===== config.mk =====
export PLATFORM = sky130hd
export DESIGN_NAME = rgba_pixel_blend_unit
export DESIGN_NICKNAME = d
export VERILOG_FILES = /design/src/rtl/rpb_pkg.sv /design/src/rtl/rpb_lane.sv /design/src/rtl/rpb_merge.sv /design/src/rtl/rgba_pixel_blend_unit.sv
export SDC_FILE = /design/constraint.sdc
export NUM_CORES = 2
export LEC_CHECK = 0
export BUFFER_PORTS_ARGS = -buffer_cell sky130_fd_sc_hd__buf_2
export CORE_AREA = 2 2 310 312
export CTS_BUF_LIST = sky130_fd_sc_hd__clkbuf_8
export CTS_CLUSTER_DIAMETER = 60
export DETAILED_ROUTE_END_ITERATION = 6
export DIE_AREA = 0 0 312 314
export PLACE_DENSITY = 0.61
export SLEW_MARGIN = 20
export SYNTH_ARGS = -nofsm -noshare
export SYNTH_HDL_FRONTEND = slang
export SYNTH_SLANG_ARGS = --single-unit
export TNS_END_PERCENT = 10

===== constraint.sdc =====
create_clock -name clk -period 18.4 [get_ports clk]
set_input_delay 3.68 -clock clk [delete_from_list [all_inputs] [get_ports clk]]
set_output_delay 3.68 -clock clk [all_outputs]
set_load 0.05 [all_outputs]

===== src/rtl/rpb_pkg.sv =====
// Shared types, constants and lane operation codes for the RGBA pixel blend unit.
package rpb_pkg;

  localparam int unsigned CH_W    = 8;
  localparam int unsigned LANES   = 4;
  localparam int unsigned ALPHA_L = 3;
  localparam logic [CH_W-1:0] FULL = 8'hFF;

  typedef enum logic [2:0] {
    OP_GAMMA    = 3'd0,
    OP_SCALE    = 3'd1,
    OP_OVERLAY  = 3'd2,
    OP_ROVERLAY = 3'd3,
    OP_MERGE    = 3'd4,
    OP_MULTOP   = 3'd5,
    OP_MULSC    = 3'd6,
    OP_ADD      = 3'd7
  } op_t;

  typedef enum logic [3:0] {
    LOP_GAMMA,
    LOP_SCALE,
    LOP_OVERLAY,
    LOP_ROVERLAY,
    LOP_MERGE,
    LOP_MULTOP,
    LOP_MULSC,
    LOP_ADD,
    LOP_PASS
  } lane_op_t;

  typedef struct packed {
    lane_op_t        op;
    logic [CH_W-1:0] c;
    logic [CH_W-1:0] t;
    logic [CH_W-1:0] a;
    logic [CH_W-1:0] ta;
  } lane_in_t;

endpackage


===== src/rtl/rpb_lane.sv =====
// One colour channel lane: operand select, two products, then the multiply-top second product.
module rpb_lane (
  input  logic                     clk,
  input  rpb_pkg::lane_in_t        lane_i,
  output logic [rpb_pkg::CH_W-1:0] res_o
);

  localparam int unsigned W  = rpb_pkg::CH_W;
  localparam int unsigned PW = 2 * rpb_pkg::CH_W;

  function automatic logic [W-1:0] rnd_scale(input logic [PW-1:0] p);
    logic [W:0] s;
    s = {1'b0, p[PW-1:W]} + {{W{1'b0}}, p[W-1]};
    return s[W-1:0];
  endfunction

  logic [W-1:0]  na, nta, x0, x1;
  logic [PW-1:0] m0, m1;
  logic [PW:0]   sum_p;
  logic [W:0]    sum_c;
  logic [W:0]    sum_r;
  logic [W-1:0]  res_nxt, w_nxt;

  logic [W-1:0]      res_r, w_r, c_r;
  rpb_pkg::lane_op_t op_r;
  logic [PW-1:0]     m2;

  assign na  = rpb_pkg::FULL - lane_i.a;
  assign nta = rpb_pkg::FULL - lane_i.ta;

  always_comb begin
    x0 = lane_i.a;
    x1 = lane_i.a;
    case (lane_i.op)
      rpb_pkg::LOP_GAMMA: x0 = lane_i.c;
      rpb_pkg::LOP_OVERLAY, rpb_pkg::LOP_ROVERLAY: x0 = na;
      rpb_pkg::LOP_MERGE: begin
        x0 = nta;
        x1 = lane_i.ta;
      end
      rpb_pkg::LOP_MULTOP: x1 = lane_i.ta;
      default: begin
        x0 = lane_i.a;
        x1 = lane_i.a;
      end
    endcase
  end

  assign m0    = {{W{1'b0}}, lane_i.c} * {{W{1'b0}}, x0};
  assign m1    = {{W{1'b0}}, lane_i.t} * {{W{1'b0}}, x1};
  assign sum_p = {1'b0, m0} + {1'b0, m1};
  assign sum_c = {1'b0, lane_i.c} + {1'b0, lane_i.t};
  assign sum_r = {1'b0, rnd_scale(m0)} + {1'b0, rnd_scale(m1)};
  assign w_nxt = nta + m1[PW-1:W];

  always_comb begin
    res_nxt = lane_i.c;
    unique case (lane_i.op)
      rpb_pkg::LOP_GAMMA,
      rpb_pkg::LOP_MULSC:    res_nxt = m0[PW-1:W];
      rpb_pkg::LOP_SCALE:    res_nxt = rnd_scale(m0);
      rpb_pkg::LOP_OVERLAY,
      rpb_pkg::LOP_MERGE:    res_nxt = sum_p[PW-1:W];
      rpb_pkg::LOP_ROVERLAY: res_nxt = sum_r[W-1:0];
      rpb_pkg::LOP_ADD:      res_nxt = sum_c[W] ? rpb_pkg::FULL : sum_c[W-1:0];
      rpb_pkg::LOP_MULTOP,
      rpb_pkg::LOP_PASS:     res_nxt = lane_i.c;
      default:               res_nxt = lane_i.c;
    endcase
  end

  always_ff @(posedge clk) begin
    res_r <= res_nxt;
    w_r   <= w_nxt;
    c_r   <= lane_i.c;
    op_r  <= lane_i.op;
  end

  assign m2    = {{W{1'b0}}, c_r} * {{W{1'b0}}, w_r};
  assign res_o = (op_r == rpb_pkg::LOP_MULTOP) ? m2[PW-1:W] : res_r;

endmodule


===== src/rtl/rpb_merge.sv =====
// Output stage: gathers the four lane results into one RGBA beat with its strobe.
module rpb_merge (
  input  logic                                      clk,
  input  logic                                      rst_n,
  input  logic                                      vld_i,
  input  logic [rpb_pkg::LANES-1:0][rpb_pkg::CH_W-1:0] res_i,
  output logic                                      out_valid,
  output logic [rpb_pkg::CH_W-1:0]                  out_red,
  output logic [rpb_pkg::CH_W-1:0]                  out_green,
  output logic [rpb_pkg::CH_W-1:0]                  out_blue,
  output logic [rpb_pkg::CH_W-1:0]                  out_alpha
);

  logic                                          vld_r;
  logic [rpb_pkg::LANES-1:0][rpb_pkg::CH_W-1:0] pix_r;

  always_ff @(posedge clk) begin
    if (!rst_n) begin
      vld_r <= 1'b0;
    end else begin
      vld_r <= vld_i;
    end
  end

  always_ff @(posedge clk) begin
    if (vld_i) begin
      pix_r <= res_i;
    end
  end

  assign out_valid = vld_r;
  assign out_red   = pix_r[0];
  assign out_green = pix_r[1];
  assign out_blue  = pix_r[2];
  assign out_alpha = pix_r[rpb_pkg::ALPHA_L];

endmodule


===== src/rtl/rgba_pixel_blend_unit.sv =====
// Top level of the RGBA pixel blend unit: weight stage, four channel lanes, output merge.
//
//   channel  | ports                         | handshake
//   ---------+-------------------------------+------------------------------
//   input    | in_operation, in_base_*,      | start && !busy
//            | in_top_*, in_amount           |
//   result   | out_red/green/blue/alpha      | out_valid, one cycle, no stall
//
// One beat per cycle. The pipeline registers follow the multiplier chain
// of multiply-top: top alpha times amount, then the weighted top channel, then
// the base channel times the resulting factor, each behind a register.
// Synchronous active-low reset clears the valid pipeline; busy stays low.
// The receiver cannot stall, so nothing ever holds the pipeline.
module rgba_pixel_blend_unit (
  input  logic                     clk,
  input  logic                     rst_n,
  input  logic                     start,
  output logic                     busy,
  input  logic [2:0]               in_operation,
  input  logic [rpb_pkg::CH_W-1:0] in_base_red,
  input  logic [rpb_pkg::CH_W-1:0] in_base_green,
  input  logic [rpb_pkg::CH_W-1:0] in_base_blue,
  input  logic [rpb_pkg::CH_W-1:0] in_base_alpha,
  input  logic [rpb_pkg::CH_W-1:0] in_top_red,
  input  logic [rpb_pkg::CH_W-1:0] in_top_green,
  input  logic [rpb_pkg::CH_W-1:0] in_top_blue,
  input  logic [rpb_pkg::CH_W-1:0] in_top_alpha,
  input  logic [rpb_pkg::CH_W-1:0] in_amount,
  output logic                     out_valid,
  output logic [rpb_pkg::CH_W-1:0] out_red,
  output logic [rpb_pkg::CH_W-1:0] out_green,
  output logic [rpb_pkg::CH_W-1:0] out_blue,
  output logic [rpb_pkg::CH_W-1:0] out_alpha
);

  localparam int unsigned W = rpb_pkg::CH_W;

  logic                 acc;
  logic [2*W-1:0]       ta_p;
  logic [W-1:0]         ta;
  rpb_pkg::op_t         op;
  rpb_pkg::lane_op_t    rgb_op, a_op;
  logic [W-1:0]         a_t;
  logic [rpb_pkg::LANES-1:0][W-1:0] base_c, top_c;

  rpb_pkg::lane_in_t                  lane_nxt [rpb_pkg::LANES];
  rpb_pkg::lane_in_t                  lane_r   [rpb_pkg::LANES];
  logic [rpb_pkg::LANES-1:0][W-1:0]   lane_res;
  logic                               s1_vld_r, s2_vld_r;

  assign busy = 1'b0;
  assign acc  = start && !busy;
  assign op   = rpb_pkg::op_t'(in_operation);
  assign ta_p = {{W{1'b0}}, in_top_alpha} * {{W{1'b0}}, in_amount};
  assign ta   = ta_p[2*W-1:W];

  assign base_c = {in_base_alpha, in_base_blue, in_base_green, in_base_red};
  assign top_c  = {in_top_alpha, in_top_blue, in_top_green, in_top_red};

  always_comb begin
    rgb_op = rpb_pkg::LOP_PASS;
    a_op   = rpb_pkg::LOP_PASS;
    a_t    = in_top_alpha;
    unique case (op)
      rpb_pkg::OP_GAMMA:    rgb_op = rpb_pkg::LOP_GAMMA;
      rpb_pkg::OP_SCALE:    rgb_op = rpb_pkg::LOP_SCALE;
      rpb_pkg::OP_OVERLAY:  rgb_op = rpb_pkg::LOP_OVERLAY;
      rpb_pkg::OP_ROVERLAY: rgb_op = rpb_pkg::LOP_ROVERLAY;
      rpb_pkg::OP_MERGE: begin
        rgb_op = rpb_pkg::LOP_MERGE;
        a_op   = rpb_pkg::LOP_MERGE;
      end
      rpb_pkg::OP_MULTOP:   rgb_op = rpb_pkg::LOP_MULTOP;
      rpb_pkg::OP_MULSC:    rgb_op = rpb_pkg::LOP_MULSC;
      rpb_pkg::OP_ADD: begin
        // alpha accumulates the weight rather than the top alpha
        rgb_op = rpb_pkg::LOP_ADD;
        a_op   = rpb_pkg::LOP_ADD;
        a_t    = ta;
      end
      default: begin
        rgb_op = rpb_pkg::LOP_PASS;
        a_op   = rpb_pkg::LOP_PASS;
      end
    endcase
  end

  always_comb begin
    for (int i = 0; i < rpb_pkg::LANES; i++) begin
      lane_nxt[i].op = rgb_op;
      lane_nxt[i].c  = base_c[i];
      lane_nxt[i].t  = top_c[i];
      lane_nxt[i].a  = in_amount;
      lane_nxt[i].ta = ta;
    end
    lane_nxt[rpb_pkg::ALPHA_L].op = a_op;
    lane_nxt[rpb_pkg::ALPHA_L].t  = a_t;
  end

  always_ff @(posedge clk) begin
    if (!rst_n) begin
      s1_vld_r <= 1'b0;
      s2_vld_r <= 1'b0;
    end else begin
      s1_vld_r <= acc;
      s2_vld_r <= s1_vld_r;
    end
  end

  always_ff @(posedge clk) begin
    if (acc) begin
      lane_r <= lane_nxt;
    end
  end

  for (genvar g = 0; g < rpb_pkg::LANES; g++) begin : g_lane
    rpb_lane u_lane (
      .clk    (clk),
      .lane_i (lane_r[g]),
      .res_o  (lane_res[g])
    );
  end

  rpb_merge u_merge (
    .clk       (clk),
    .rst_n     (rst_n),
    .vld_i     (s2_vld_r),
    .res_i     (lane_res),
    .out_valid (out_valid),
    .out_red   (out_red),
    .out_green (out_green),
    .out_blue  (out_blue),
    .out_alpha (out_alpha)
  );

  a_out_from_beat: assert property (@(posedge clk) disable iff (!rst_n)
    out_valid |-> $past(acc, 3))
    else $error("result beat without an accepted input beat");

  a_alpha_kept: assert property (@(posedge clk) disable iff (!rst_n)
    out_valid && $past(in_operation, 3) != rpb_pkg::OP_MERGE
      && $past(in_operation, 3) != rpb_pkg::OP_ADD
    |-> out_alpha == $past(in_base_alpha, 3))
    else $error("alpha changed by an operation that keeps it");

  a_add_grows: assert property (@(posedge clk) disable iff (!rst_n)
    out_valid && $past(in_operation, 3) == rpb_pkg::OP_ADD
    |-> out_red >= $past(in_base_red, 3) && out_alpha >= $past(in_base_alpha, 3))
    else $error("saturating add decreased a channel");

  a_gamma_shrinks: assert property (@(posedge clk) disable iff (!rst_n)
    out_valid && $past(in_operation, 3) == rpb_pkg::OP_GAMMA
    |-> out_green <= $past(in_base_green, 3))
    else $error("gamma raised a channel");

endmodule

==> metrics.log <==
[metrics] number of antenna violations at the first check in global routing: 4
[metrics] share of Yosys cell area claimed by the top area cell type: 23.64%
[metrics] sum of overflow across all layers after global routing: 0
[metrics] required time of the worst setup path: 18.95 ns
[metrics] kind of start point of the critical path: flip-flop
[metrics] run status: completed
[metrics] dominant cell by count in the synthesized netlist: sky130_fd_sc_hd__inv_1
[metrics] worst endpoint data arrival time: 9.03 ns
[metrics] Post-CTS Hold Buffers: 0
[metrics] Setup violations, final: 0
[metrics] commonest cells in the netlist: sky130_fd_sc_hd__inv_1 (717), sky130_fd_sc_hd__ha_1 (561), sky130_fd_sc_hd__fa_1 (443), sky130_fd_sc_hd__nand2_1 (432), sky130_fd_sc_hd__and2_1 (394)
[metrics] combined global-route utilization of all metal layers: 20.84%
[metrics] post-DR wirelength/cell: 17.75 µm
[metrics] syn_area_per_cell: 8.860 µm²
[metrics] kind of path behind the tightest hold check: reg2reg
[metrics] most common flop cell mapped by yosys: sky130_fd_sc_hd__edfxtp_1
[metrics] Detailed Place HPWL: 80.27 mm
[metrics] cell area after synthesis: 0.03751 mm²
[metrics] area of all sequential standard cells: 0.005266 mm²
[metrics] # fillers: 9449
[metrics] Max Fclk: 0.1180 GHz
[metrics] hold_sp: g_lane[3].u_lane.res_r[1]$_DFF_P_
[metrics] Die X: 312 µm
[metrics] height of the chip: 314 µm
[metrics] final hold violation count: 0
[metrics] area of placed instances: 0.03955 mm²
[metrics] wire length after detailed routing: 100.1 mm
[metrics] FF-to-FF setup slack: 9.92 ns
[metrics] Vias per Instance: 5.162
[metrics] number of buffers added on ports: 110
[metrics] RSZ-0062 raised after global routing: false
[metrics] final cell count without fillers: 5640
[metrics] sequential cell area fraction in the yosys report: 14.04%
[metrics] core footprint: 0.09445 mm²
[metrics] TritonCTS clock tree: done
[metrics] initial standard-cell utilization of the core: 39.72%
[metrics] post-route standard cell area excluding fillers: 0.04058 mm²
[metrics] htree depth: 2
[metrics] RR Endpoint: g_lane[2].u_lane.res_r[7]$_DFF_P_
[metrics] type of destination of the critical path: flip-flop
[metrics] number of buffers added for setup after CTS: 0
[metrics] number of antenna-violating nets in the routed design: 0
[metrics] Yosys reg bits: 204
[metrics] Reg2Reg Launch Point: lane_r[70]$_DFFE_PP_
[metrics] vias after detailed routing: 29110
[metrics] capture endpoint of the worst hold path: u_merge.out_alpha[1]$_DFFE_PP_
[metrics] critical path peak fanout: 94
[metrics] total instance count after detailed placement: 5553
[metrics] maximum buffer depth of the clock tree: 3
[metrics] final estimated routing congestion in global placement: 0.9526
[metrics] CP Class: reg2reg
[metrics] top post-synthesis cells by area: sky130_fd_sc_hd__fa_1 (24%), sky130_fd_sc_hd__ha_1 (19%), sky130_fd_sc_hd__edfxtp_1 (9.4%), sky130_fd_sc_hd__inv_1 (7.2%), sky130_fd_sc_hd__and2_1 (6.6%)
[metrics] number of buffers created by CTS: 46
[metrics] post-route worst hold slack: 0.4015 ns
[metrics] count of cells resized by post-cts repair: 0
[metrics] number of warnings issued by yosys: 0
[metrics] Ports: 112
[metrics] register clock-pin slew on the reported worst setup and hold paths: 0.06 ns
[metrics] area growth from synthesis to layout: 8.175%
[metrics] final critical delay including setup and external delays: 8.476 ns
[metrics] Mapped Cells: 4234
[metrics] Die Outline Area: 0.09797 mm²
[metrics] count of max-cap constraint violations: 0
[metrics] Remaining DRCs: 0
[metrics] number of global-route vias before repair: 29720
[metrics] number of clock sinks seen by CTS: 204
[metrics] Worst Reg-to-Reg Cells: 26
[metrics] Final #Nets: 5418
[metrics] number of placement rows: 113
[metrics] Max Clock Skew: 0.03210 ns
[metrics] wire length of the first global-routing pass: 162.0 mm
[metrics] Mapped Nets: 5316
[metrics] count of pins over their slew limit: 0
[metrics] pin count of the biggest net entering global routing: 95
[metrics] area taken by multi-input logic gates: 0.02918 mm²
[metrics] most area-hungry cell type in the Yosys netlist: sky130_fd_sc_hd__fa_1
[metrics] EDFF count, synth: 118
[metrics] relative slew slack: 30.42%
[metrics] first-pass detailed-route iteration total: 5
[metrics] starting DRC count in detailed routing: 1764
[metrics] Cell variety after synth: 94
[metrics] crit share post-route: 46.07%
[metrics] total negative setup slack: 0 ns
[metrics] root buf cell: sky130_fd_sc_hd__clkbuf_8
[metrics] depth of the worst hold-timing path: 0
[metrics] clock latency of the later-clocked register in the worst-skew pair: 0.68 ns
[metrics] transition time of the tightest slew-check pin: 1.033 ns
[metrics] layout cells sized above 1: 6.359%
[metrics] async set or reset register ratio after synthesis: 0%
[logic make-up after synthesis]
kind of cell	synth area share, %
simple gates	17.14
other cells	0.009997
compound gates	11.23
buf+inv	8.182
fa+ha+maj	42.35
mux	1.054
xor+xnor	5.997
flops	14.04
[cells in the final DEF (no fill, tap or decap), drive strengths merged, types with 8 or more instances in the layout]
cell type | Yosys | layout
inv | 718 | 729
ha | 561 | 561
fa | 443 | 443
nand2 | 432 | 432
and2 | 395 | 395
a21oi | 182 | 182
o21ai | 182 | 182
nor2 | 174 | 174
xnor2 | 173 | 173
buf | 21 | 145
edfxtp | 118 | 118
nor2b | 89 | 89
dfxtp | 86 | 86
xor2 | 77 | 77
a21o | 61 | 61
clkbuf | 70 | 56
nor3 | 48 | 48
o21bai | 38 | 38
nand3 | 36 | 36
nand2b | 30 | 30
o21a | 26 | 26
a31oi | 25 | 25
a211oi | 23 | 23
o211ai | 17 | 17
mux2 | 16 | 16
or3 | 13 | 13
a21boi | 13 | 13
clkinv | 1 | 12
or2 | 11 | 11
nand4 | 10 | 10
and3 | 10 | 10
mux2i | 8 | 8
[worst max path at each step]
| stage | end | slack (ns) | cells after the start | startpoint |
|---|---|---|---|---|
| 5_1_grt | g_lane[0].u_lane.res_r[7]$_DFF_P_ | 9.35 | 29 | lane_r[70]$_DFFE_PP_ |
| 3_3_place_gp | g_lane[2].u_lane.res_r[7]$_DFF_P_ | 10.01 | 29 | lane_r[70]$_DFFE_PP_ |
| 6_report | g_lane[2].u_lane.res_r[7]$_DFF_P_ | 9.92 | 26 | lane_r[70]$_DFFE_PP_ |
| 2_1_floorplan | lane_r[23]$_DFFE_PP_ | 10.42 | 17 | in_top_alpha[5] |
| 3_5_place_dp | g_lane[2].u_lane.res_r[7]$_DFF_P_ | 9.96 | 26 | lane_r[70]$_DFFE_PP_ |
| 4_1_cts | g_lane[2].u_lane.res_r[7]$_DFF_P_ | 10.01 | 26 | lane_r[70]$_DFFE_PP_ |
[sequential cells by signal (all words and copies together), names as in the netlist]
| name | cells |
|---|---|
| g_lane.u_lane.c_r | 24 |
| g_lane.u_lane.op_r | 3 |
| s1_vld_r | 1 |
| s2_vld_r | 1 |
| u_merge.out_alpha | 8 |
| u_merge.out_red | 8 |
| lane_r | 86 |
| g_lane.u_lane.res_r | 32 |
| u_merge.out_blue | 8 |
| u_merge.out_valid | 1 |
| u_merge.out_green | 8 |
| g_lane.u_lane.w_r | 24 |
[layer usage]
layer	track usage, %	up-vias	wire length [µm]
met5	0	-	13
met4	7.485	2	3527
met3	3.465	160	6754
met2	33.48	774	44570
met1	28.33	14210	45250
li1	-	13960	-
[critical path, cell delays in order, from the launching register on]
cell	delay, ns
sky130_fd_sc_hd__edfxtp_1	0.32
sky130_fd_sc_hd__buf_4	0.78
sky130_fd_sc_hd__nand2b_1	0.72
sky130_fd_sc_hd__o21ai_2	1.03
sky130_fd_sc_hd__nand2_1	0.19
sky130_fd_sc_hd__fa_1	0.53
sky130_fd_sc_hd__fa_1	0.50
sky130_fd_sc_hd__inv_1	0.05
sky130_fd_sc_hd__fa_1	0.48
sky130_fd_sc_hd__inv_1	0.05
sky130_fd_sc_hd__fa_1	0.48
sky130_fd_sc_hd__inv_1	0.04
sky130_fd_sc_hd__ha_1	0.31
sky130_fd_sc_hd__o21ai_0	0.11
sky130_fd_sc_hd__o21bai_1	0.14
sky130_fd_sc_hd__a21oi_1	0.09
sky130_fd_sc_hd__xnor2_1	0.37
sky130_fd_sc_hd__ha_1	0.25
sky130_fd_sc_hd__and4_1	0.22
sky130_fd_sc_hd__nor4b_1	0.24
sky130_fd_sc_hd__a22oi_1	0.12
sky130_fd_sc_hd__nand2_1	0.16
sky130_fd_sc_hd__nand4_1	0.18
sky130_fd_sc_hd__a31oi_1	0.23
sky130_fd_sc_hd__xor2_1	0.18
sky130_fd_sc_hd__nor2_1	0.05
sky130_fd_sc_hd__or4_1	0.52
[area by class of cell]
type                    count  share of cell area (%)
clock buffers              56                   1.899
clock inverters            28                  0.6290
diodes                      3                 0.01850
multi-input cells        3220                   71.91
well taps                1265                   3.900
inverters                 719                   6.651
repair buffers            145                   2.010
flip-flops and latches    204                   12.98
[metrics by stage]
stage	setup slack, ns	utilization, %
after CTS	10.01	42.96
after detailed placement	9.963	41.87
after global routing	9.350	42.96
after floorplan	10.42	-
after global placement	10.01	41.87
final	9.924	42.97
Power is not shown: default switching activity piles up to over one toggle a cycle in this logic, so the estimate is an artifact.
